**config.mk**
```make
export PLATFORM = sky130hd
export DESIGN_NAME = priority_interrupt_controller_top
export DESIGN_NICKNAME = d
export VERILOG_FILES = /design/src/rtl/core/pic_pkg.sv /design/src/rtl/core/priority_interrupt_controller_top.sv /design/src/rtl/core/pic_core.sv
export VERILOG_INCLUDE_DIRS = /design/src /design/src/rtl/core
export SDC_FILE = /design/constraint.sdc
export NUM_CORES = 1
export LEC_CHECK = 0
export ABC_AREA = 1
export BUFFER_PORTS_ARGS = -buffer_cell sky130_fd_sc_hd__buf_2
export CAP_MARGIN = 15
export CORE_UTILIZATION = 28
export CTS_BUF_LIST = sky130_fd_sc_hd__clkbuf_8
export DETAILED_ROUTE_END_ITERATION = 8
export PLACE_DENSITY = 0.46
export SYNTH_ARGS = -nofsm -noshare
export SYNTH_HDL_FRONTEND = slang
export SYNTH_HIERARCHICAL = 1
export SYNTH_SLANG_ARGS = --single-unit
```
**constraint.sdc**
```tcl
create_clock -name clk -period 5 [get_ports clk]
set_input_delay 0.5 -clock clk [delete_from_list [all_inputs] [get_ports clk]]
set_output_delay 0.5 -clock clk [all_outputs]
set_load 0.01 [all_outputs]
```
**src/rtl/core/priority_interrupt_controller_top_macros.svh**
```systemverilog
// ---------------------------------------------------------------------------
// Interrupt controller assertion macros
// Shared assertion wrappers, clocked on clk and disabled in reset.
// ---------------------------------------------------------------------------
`ifndef PRIORITY_INTERRUPT_CONTROLLER_TOP_MACROS_SVH
`define PRIORITY_INTERRUPT_CONTROLLER_TOP_MACROS_SVH

// same-cycle implication
`define PIC_ASSERT_NOW(label, ante, cons, msg) \
  label: assert property (@(posedge clk) disable iff (!rst_n) (ante) |-> (cons)) \
    else $error(msg);

// next-cycle implication
`define PIC_ASSERT_NEXT(label, ante, cons, msg) \
  label: assert property (@(posedge clk) disable iff (!rst_n) (ante) |=> (cons)) \
    else $error(msg);

`endif

```
**src/rtl/core/pic_pkg.sv**
```systemverilog
// ---------------------------------------------------------------------------
// Interrupt controller package
// Word types, access kinds and fixed constants shared by the core.
// ---------------------------------------------------------------------------
package pic_pkg;

  localparam logic [2:0] KIND_STEP       = 3'd0;
  localparam logic [2:0] KIND_WR_ENABLE  = 3'd1;
  localparam logic [2:0] KIND_WR_FLAG    = 3'd2;
  localparam logic [2:0] KIND_RD_ENABLE  = 3'd3;
  localparam logic [2:0] KIND_RD_FLAG    = 3'd4;
  localparam logic [2:0] KIND_RAISE      = 3'd5;
  localparam logic [2:0] KIND_SET_MASTER = 3'd6;

  localparam int unsigned NUM_IRQ = 5;

  localparam logic [7:0] FLAG_READ_ONES = 8'hE0;
  localparam logic [4:0] FLAG_MASK      = 5'h1F;
  localparam logic [1:0] DELAY_NEEDED   = 2'd2;
  localparam logic [4:0] FLAGS_RESET    = 5'h01;

  typedef struct packed {
    logic [2:0]  kind;
    logic [7:0]  data;
    logic        cpu_halted;
    logic        halt_quirk;
    logic [15:0] cpu_pc;
  } item_t;

  typedef struct packed {
    logic [7:0]  read_data;
    logic        halt_cleared;
    logic        dispatch;
    logic [15:0] return_address;
    logic [15:0] next_pc;
  } result_t;

endpackage

```
**src/rtl/core/priority_interrupt_controller_top.sv**
```systemverilog
// ---------------------------------------------------------------------------
// Priority interrupt controller
// Interrupt enable/flag registers with master enable and vectored dispatch.
// ---------------------------------------------------------------------------
// Usage:
//   Input channel (in_*): one word per bus access, flag raise, master enable
//   write or per-instruction step check, selected by in_kind.
//   Result channel (out_*): exactly one word per input word, in order:
//   read data, halt wake, dispatch flag, return address and next PC.
//   Flow: a word accepted into the input register is evaluated by the core and
//   captured in the result register, and stays on the out_ ports until taken.
//   Throughput: one word per cycle while results are taken, set by the single
//   evaluate step between the input register and the result register.
//   Stall: while out_ready is low the result holds; the input register still
//   takes one more word, then in_ready drops until the result is taken.
//   Reset: enable register zero, vblank flag pending, master enable on,
//   enable delay zero, both channels empty.
// ---------------------------------------------------------------------------
`include "priority_interrupt_controller_top_macros.svh"

module priority_interrupt_controller_top (
  input  logic        clk,
  input  logic        rst_n,
  input  logic        in_valid,
  output logic        in_ready,
  input  logic [2:0]  in_kind,
  input  logic [7:0]  in_data,
  input  logic        in_cpu_halted,
  input  logic        in_halt_quirk,
  input  logic [15:0] in_cpu_pc,
  output logic        out_valid,
  input  logic        out_ready,
  output logic [7:0]  out_read_data,
  output logic        out_halt_cleared,
  output logic        out_dispatch,
  output logic [15:0] out_return_address,
  output logic [15:0] out_next_pc
);

  pic_pkg::item_t   item_r;
  logic             item_valid_r;
  pic_pkg::result_t res;
  pic_pkg::result_t res_r;
  logic             res_valid_r;
  logic             advance;

  assign advance  = item_valid_r & (~res_valid_r | out_ready);
  assign in_ready = ~item_valid_r | advance;

  always_ff @(posedge clk) begin
    if (!rst_n) begin
      item_valid_r <= 1'b0;
    end else if (in_ready) begin
      item_valid_r <= in_valid;
    end
  end

  always_ff @(posedge clk) begin
    if (in_ready && in_valid) begin
      item_r <= '{kind: in_kind, data: in_data, cpu_halted: in_cpu_halted,
                  halt_quirk: in_halt_quirk, cpu_pc: in_cpu_pc};
    end
  end

  pic_core u_core (
    .clk     (clk),
    .rst_n   (rst_n),
    .advance (advance),
    .item    (item_r),
    .result  (res)
  );

  always_ff @(posedge clk) begin
    if (!rst_n) begin
      res_valid_r <= 1'b0;
    end else if (advance) begin
      res_valid_r <= 1'b1;
    end else if (out_ready) begin
      res_valid_r <= 1'b0;
    end
  end

  always_ff @(posedge clk) begin
    if (advance) res_r <= res;
  end

  assign out_valid          = res_valid_r;
  assign out_read_data      = res_r.read_data;
  assign out_halt_cleared   = res_r.halt_cleared;
  assign out_dispatch       = res_r.dispatch;
  assign out_return_address = res_r.return_address;
  assign out_next_pc        = res_r.next_pc;

  `PIC_ASSERT_NEXT(a_res_held, res_valid_r && !out_ready, res_valid_r && $stable(res_r),
                   "result dropped while stalled")
  `PIC_ASSERT_NOW(a_no_overrun, item_valid_r && res_valid_r && !out_ready, !in_ready,
                  "input taken while both stages full")
  `PIC_ASSERT_NEXT(a_advance_fills, advance, res_valid_r, "evaluated word lost")

endmodule

```
**src/rtl/core/pic_core.sv**
```systemverilog
// ---------------------------------------------------------------------------
// Interrupt controller core
// Holds enable, flag, master enable and delay state; evaluates one word.
// ---------------------------------------------------------------------------
`include "priority_interrupt_controller_top_macros.svh"

module pic_core (
  input  logic             clk,
  input  logic             rst_n,
  input  logic             advance,
  input  pic_pkg::item_t   item,
  output pic_pkg::result_t result
);

  logic       master_en_r, master_en_nxt;
  logic [1:0] delay_r, delay_nxt;
  logic [7:0] enable_r, enable_nxt;
  logic [4:0] flags_r, flags_nxt;

  logic [4:0] fire;
  logic [2:0] fire_idx;
  logic [1:0] delay_inc;
  logic       woke;
  logic       taken;
  logic [15:0] ret_pc;

  assign fire      = enable_r[4:0] & flags_r & pic_pkg::FLAG_MASK;
  assign delay_inc = (delay_r < pic_pkg::DELAY_NEEDED) ? delay_r + 2'd1 : delay_r;

  always_comb begin
    fire_idx = 3'd0;
    for (int i = pic_pkg::NUM_IRQ - 1; i >= 0; i--) begin
      if (fire[i]) fire_idx = 3'(i);
    end
  end

  always_comb begin
    woke  = 1'b0;
    taken = 1'b0;
    if (item.kind == pic_pkg::KIND_STEP && fire != 5'd0) begin
      woke  = item.cpu_halted & ~item.halt_quirk;
      taken = master_en_r & (delay_inc >= pic_pkg::DELAY_NEEDED);
    end
  end

  assign ret_pc = woke ? item.cpu_pc + 16'd1 : item.cpu_pc;

  always_comb begin
    result.read_data      = 8'd0;
    result.halt_cleared   = woke;
    result.dispatch       = taken;
    result.return_address = ret_pc;
    result.next_pc        = taken ? {8'h00, 2'b01, fire_idx, 3'b000} : ret_pc;
    case (item.kind)
      pic_pkg::KIND_RD_ENABLE: result.read_data = enable_r;
      pic_pkg::KIND_RD_FLAG:   result.read_data = pic_pkg::FLAG_READ_ONES | {3'b000, flags_r};
      default:                 result.read_data = 8'd0;
    endcase
  end

  always_comb begin
    master_en_nxt = master_en_r;
    delay_nxt     = delay_r;
    enable_nxt    = enable_r;
    flags_nxt     = flags_r;
    case (item.kind)
      pic_pkg::KIND_STEP: begin
        delay_nxt = delay_inc;
        if (taken) begin
          flags_nxt     = flags_r & ~(5'd1 << fire_idx);
          master_en_nxt = 1'b0;
        end
      end
      pic_pkg::KIND_WR_ENABLE: enable_nxt = item.data;
      pic_pkg::KIND_WR_FLAG:   flags_nxt  = item.data[4:0];
      pic_pkg::KIND_RAISE:     flags_nxt  = flags_r | item.data[4:0];
      pic_pkg::KIND_SET_MASTER: begin
        if (!master_en_r) delay_nxt = 2'd0;
        master_en_nxt = item.data[0];
      end
      default: begin
      end
    endcase
  end

  always_ff @(posedge clk) begin
    if (!rst_n) begin
      master_en_r <= 1'b1;
      delay_r     <= 2'd0;
      enable_r    <= 8'd0;
      flags_r     <= pic_pkg::FLAGS_RESET;
    end else if (advance) begin
      master_en_r <= master_en_nxt;
      delay_r     <= delay_nxt;
      enable_r    <= enable_nxt;
      flags_r     <= flags_nxt;
    end
  end

  `PIC_ASSERT_NOW(a_delay_sat, 1'b1, delay_r != 2'd3, "delay counter past saturation")
  `PIC_ASSERT_NOW(a_disp_needs_ime, advance && taken,
                  master_en_r && delay_inc == pic_pkg::DELAY_NEEDED,
                  "dispatch without master enable")
  `PIC_ASSERT_NEXT(a_disp_clears_ime, advance && taken, !master_en_r,
                   "master enable kept after dispatch")
  `PIC_ASSERT_NEXT(a_disp_clears_flag, advance && taken, flags_r[$past(fire_idx)] == 1'b0,
                   "dispatched flag not cleared")

endmodule

```
==> results of run 1 <==
## cell usage after synthesis, types with 5 or more instances
cell type  count  share of area [%]
o21ai_0       18                2.2
buf_4          5               0.93
nand2_1       87                8.1
edfxtp_1      71                 53
nand2_2       10                1.5
xor2_1         7                1.5
inv_2          5               0.46
inv_1         34                3.2
a21oi_1       16                2.0
nand3_1       31                3.8
a21oi_2        7                1.5
dfxtp_1       18                8.9
nor2_1        40                3.7
## cell usage in the layout, fill, tap and decap left out, types with 3 or more instances in the layout
cell type  count
nand2_1       87
buf_2         76
edfxtp_1      71
nor2_1        40
inv_1         37
nand3_1       31
dfxtp_1       18
o21ai_0       18
a21oi_1       15
nand2_2       10
clkbuf_8       9
a21oi_2        7
xor2_1         7
inv_2          5
nand4_1        4
nand3_2        3
clkinv_2       3
nor2_4         3
nor3_1         3
nand2_4        3
o21ai_1        3
a31oi_1        3
## cell families after synthesis
logic type,Yosys count,synth area share [%]
buffers and inverters,50,5.79
adders and majority gates,2,0.619
AOI/OAI and AO/OA,53,7.74
and+or+nand+nor,190,22.3
DFF,89,61.7
xor gates and xnor gates,9,1.95
## per-stage QoR
stage | std cells | setup WS [ps] | instance area (sq um)
floorplan | 393 | 1290 | 4040
global placement | 641 | 2940 | 4590
detailed placement | 641 | 2910 | 4590
CTS | 657 | 2920 | 4770
global route | 658 | 2770 | 4800
finish | 658 | 2940 | 4800
## worst paths after layout
kind | depth (start not counted) | end | slack [ps]
worst min register to register | 2 | u_core/delay_r[0]$_SDFFE_PN0P_ | 460
worst max register to register | 7 | out_next_pc[7]$_DFFE_PP_ | 2940
worst max-delay path | 7 | out_next_pc[7]$_DFFE_PP_ | 2940
worst min-delay path | 1 | item_r[16]$_DFFE_PP_ | 310
## critical path, cell delays in order, from the launching register on
cell and delay [ps]:
edfxtp_1 600, nor2_4 240, nand2_1 140, clkinv_2 110
nand3_4 230, inv_4 280, o21ai_0 170, a21oi_1 160
## registers in the layout, indices dropped and copies added (netlist names), 2 cells and up
signal	cells
u_core/enable_r	8
u_core/delay_r	2
u_core/flags_r	5
out_next_pc	16
out_return_address	16
item_r	29
out_read_data	8
## power by group
| group | internal, W | total (W) | switching, W |
|---|---|---|---|
| registers | 0.000838 | 0.000860 | 0.0000224 |
| logic | 0.0000462 | 0.000125 | 0.0000785 |
| clock network | 0.000222 | 0.000467 | 0.000244 |
| total | 0.00111 | 0.00145 | 0.000345 |
## per-layer routing
layer	up-vias	global-route usage [%]	routed length, microns
met4	0	6.17	173
met2	73	17.5	3810
li1	1489	-	-
met1	1359	19.1	4690
met3	12	3.04	399
met5	-	0	0
## cell type report
class,instances,area [sq um],area share (%)
clock buffers,9,124,2.58
inverters,41,158,3.29
repair buffers,78,415,8.66
flip-flops and latches,89,2490,52.0
well taps,180,225,4.69
clock inverters,7,55.1,1.15
multi-input cells,254,1330,27.7
==> flow_metrics.tcl, run 1 <==
set metrics [dict create \
    ys_seq_area_share_pct 61.7 \
    crit_arrival_ps 2280 \
    antenna_found_initial 0 \
    cts_resized 0 \
    tightest_slew_ps 586 \
    numCtsBuffers 9 \
    postCtsSetupRepairBufs 0 \
    syn_inst 393 \
    clock_latency_ps 370 \
    syn_nets 428 \
    hold_viol_final 0 \
    irDropWorstVdd_mv 0.0957 \
    drt-initial-drc-count 151 \
    overflow 0 \
    dieWidth_microns 122 \
    die-height_microns 122 \
    rr_startpoint "item_r[27]$_DFFE_PP_" \
    drt-total-wl_microns 9080 \
    fin_tns_setup_ps 0 \
    diodes 0 \
    final_antenna_net_count 0 \
    h-tree-depth 3 \
    rsz0062_at_grt "false" \
    final_core_utilization_pct 34.3 \
    finalPower_w 0.00145 \
    area_growth_pct 18.7 \
    dr.pass1.iters 4 \
    async_reset_ff_share_pct 0 \
    slew_headroom_pct 61.0 \
    fin_worst_skew_ps 8.99 \
    cap_violations 0 \
    synth_edf_count 71 \
    final-setup-viol-count 0 \
    syn_area_sq_um 4040 \
    dieArea_sq_um 14900 \
    cp_max_fo 17 \
    slew_violations 0 \
    min_from "in_halt_quirk" \
    avgSynthCellArea_sq_um 10.3 \
    grt_max_degree 49 \
    ys_warn_count 6 \
    via_per_inst 4.46 \
    synth_seq_cells 89 \
    grt_usage_pct 12.9 \
    clkSinkCount 89 \
    period_minus_slack_ps 2060 \
    power_density_nw_per_um2 303 \
    grt_pass1_wl_microns 14400 \
    synthFlopType "edfxtp_1" \
    period_share_pct 41.2 \
    p_leak_nw 2.02 \
    dp_hpwl_microns 6530 \
    finalNetCount 508 \
    drive_above_1_share_pct 27.4 \
    hold_class "input port to register" \
    hold_buffers 0 \
    io_pins 77 \
    synth_cell_types 34 \
    fp-row-count 43 \
    clkTransAtPathRegs_ps 90 \
    fmax_ghz 0.486 \
    fill_cells 1449 \
    initial_core_util_pct 28.9 \
    drc_errors 0 \
    cts_root_buffer "clkbuf_8" \
    vias 2933 \
    crit_start "item_r[27]$_DFFE_PP_" \
    worst_setup_path_start_kind "register" \
    place_congestion 0.869 \
    wire_per_inst_microns 13.8 \
    cp-end-kind "register" \
    cts_max_path_buffers 2 \
    worst_ep_required_time_ps 5220 \
    first_global_vias 2819 \
    whs_ps 305 \
    crit_type "register to register" \
    core_region_area_sq_um 14000 \
    outcome "complete, no violations" \
    numPortBuffers 76 \
    cts_tree "built" \
]
No activity file was read; power rests on OpenSTA's default activity.
==> inputs of run 2 (changes only) <==
--- a/config.mk
+++ b/config.mk
@@ -12,7 +12,7 @@
 export CORE_UTILIZATION = 28
 export CTS_BUF_LIST = sky130_fd_sc_hd__clkbuf_8
 export DETAILED_ROUTE_END_ITERATION = 8
-export PLACE_DENSITY = 0.46
+export PLACE_DENSITY = 0.48
 export SYNTH_ARGS = -nofsm -noshare
 export SYNTH_HDL_FRONTEND = slang
 export SYNTH_HIERARCHICAL = 1
==> constraint.sdc (replaced) <==
create_clock -name clk -period 1.73 [get_ports clk]
set_input_delay 0.173 -clock clk [delete_from_list [all_inputs] [get_ports clk]]
set_output_delay 0.173 -clock clk [all_outputs]
set_load 0.01 [all_outputs]
==> run 2 against run 1 <==
  * Fmax is 26% higher
  * Clock skew increased by 2.2 ps
  * Non-clock buffer count is 43 higher
  * Clock power increased to 3.0 times the previous value
  * Final area grew 9.3%
  * Wire length up 4.5%
  * Global-route usage grew 0.98 points
  * Critical path depth rose by 1
  * Combinational power increased to 3.6 times the previous value
  * Register-to-register slack worse by 2800 ps
  * Sequential share of layout area fell by 4.4 points
  * Critical path type unchanged
  * Critical endpoint is now out_next_pc[2]$_DFFE_PP_
  * Largest power group unchanged
==> flow_metrics.tcl, run 2 (synthesized netlist as in run 1, its figures left out) <==
set metrics [dict create \
    p_sw_w 0.00103 \
    vias 3028 \
    fin_tns_setup_ps 0 \
    io_pins 77 \
    crit_start "item_r[27]$_DFFE_PP_" \
    fill_cells 1422 \
    cap_violations 0 \
    pwr-share-seq_pct 57.6 \
    h-tree-depth 3 \
    final_antenna_net_count 0 \
    tightest_slew_ps 351 \
    hold_path_depth 3 \
    wl_met2_microns 4570 \
    drt-total-wl_microns 9480 \
    hold_viol_final 0 \
    critPathSlowestCell "edfxtp_1" \
    finalNetCount 551 \
    overflow 0 \
    crit_family "buffers and inverters" \
    fin_area_sq_um 5240 \
    fp-row-count 43 \
    grt_pass1_wl_microns 15400 \
    final_cell_mix "nand2_1, buf_2, edfxtp_1" \
    rrSetupSlack_ps 100 \
    finalPower_w 0.00430 \
    clkSinkCount 89 \
    top_layer_used "met4" \
    power_density_nw_per_um2 821 \
    cp-end-kind "register" \
    via_per_inst 4.32 \
    wl_met3_microns 409 \
    dieWidth_microns 122 \
    grt_usage_pct 13.9 \
    crit_type "register to register" \
    drive_above_1_share_pct 29.6 \
    place_congestion 0.792 \
    largest_register_ffs 29 \
    initial_core_util_pct 28.9 \
    dp_hpwl_microns 6710 \
    worst_setup_path_start_kind "register" \
    r2r-end "out_next_pc[2]$_DFFE_PP_" \
    cts_max_path_buffers 2 \
    drc_errors 0 \
    die-height_microns 122 \
    fmax_ghz 0.613 \
    fin_worst_skew_ps 11.2 \
    crit_arrival_ps 1740 \
    p_comb_share_pct 10.4 \
    place_area_sq_um 4730 \
    diodes 0 \
    rsz0062_at_grt "false" \
    slew_headroom_pct 76.5 \
    hold_class "input port to register" \
    final_core_utilization_pct 37.5 \
    rr_startpoint "item_r[27]$_DFFE_PP_" \
    area_growth_pct 29.7 \
    p_leak_nw 2.22 \
    p_clk_share_pct 32.0 \
    numPortBuffers 76 \
    numCtsBuffers 9 \
    core_region_area_sq_um 14000 \
    slew_violations 0 \
    period_share_pct 94.2 \
    cts_root_buffer "clkbuf_8" \
    first_global_vias 3143 \
    cts_tree "built" \
    internal-power_w 0.00327 \
    clkTransAtPathRegs_ps 90 \
    wl_met1_microns 4330 \
    dieArea_sq_um 14900 \
    switching_share_pct 24.0 \
    place_inst 655 \
    outcome "complete, no violations" \
    cp_max_fo 7 \
    cp_num_buf_inv 3 \
    wire_per_inst_microns 13.5 \
    final-setup-viol-count 0 \
    max_flop_register "item_r" \
    grt_max_degree 37 \
    drt-initial-drc-count 196 \
    antenna_found_initial 0 \
    worst_ep_required_time_ps 1840 \
    irDropWorstVdd_mv 0.290 \
    period_minus_slack_ps 1630 \
    dr.pass1.iters 4 \
    instances_no_fill 701 \
    final_common_cell "nand2_1" \
    path_cells "buf_4 -> nor2_4 -> nand2_1 -> clkinv_2 -> nand3_4 -> buf_4 -> nand2_1 -> a21oi_2" \
    worst_path_largest_cell_delay_ps 410 \
    path_depth 8 \
    endpoint "out_next_pc[2]$_DFFE_PP_" \
    rr_worst_depth 8 \
    clock_latency_ps 370 \
]
## run 2: power by group through the flow
| stage | sequential [W] | combinational (W) | clock (W) |
|---|---|---|---|
| after floorplan | 0.00254 | 0.000211 | 0 |
| after global placement | 0.00253 | 0.000393 | 0 |
| after detailed placement | 0.00253 | 0.000394 | 0 |
| after CTS | 0.00248 | 0.000446 | 0.00146 |
| after global routing | 0.00249 | 0.000503 | 0.00154 |
| final | 0.00248 | 0.000448 | 0.00138 |
## run 2: metal layers
metal,up-vias,track usage (%)
li1,1567,-
met1,1379,16.8
met2,67,23.3
met3,15,3.37
met4,0,6.48
met5,-,0
## run 2: worst min-delay path by stage
stage / to / from
after global placement: item_r[25]$_DFFE_PP_ / in_data[7]
after global routing: item_valid_r$_SDFFE_PN0P_ / in_valid
after CTS: item_valid_r$_SDFFE_PN0P_ / in_valid
final: item_valid_r$_SDFFE_PN0P_ / in_valid
after detailed placement: item_r[25]$_DFFE_PP_ / in_data[7]
after floorplan: item_r[0]$_DFFE_PP_ / in_cpu_pc[0]
## run 2: metrics by stage
step	hold WS, ps	setup WS (ps)
6_report	53.4	100
5_1_grt	29.6	5.21
4_1_cts	15.9	6.12
3_5_place_dp	352	40.2
3_3_place_gp	350	30.6
2_1_floorplan	272	-108
## run 2: cell type report
class	instances	area [sq um]	share of cell area, %
flip-flops and latches	89	2490	47.6
multi-input cells	254	1360	25.9
repair buffers	121	816	15.6
well taps	180	225	4.29
inverters	41	163	3.10
clock buffers	9	124	2.36
clock inverters	7	62.6	1.19
## run 2: tightest hold or removal path, cell delays in order
cell	delay, ps
buf_2	100
inv_1	60
a21oi_2	50
## run 2: what timing repair did
action	CTS	global route
hold buffers	29	0
setup endpoints to repair	0	19
gates resized for setup	0	7
setup buffers	0	1
endpoints found under the hold margin	29	0
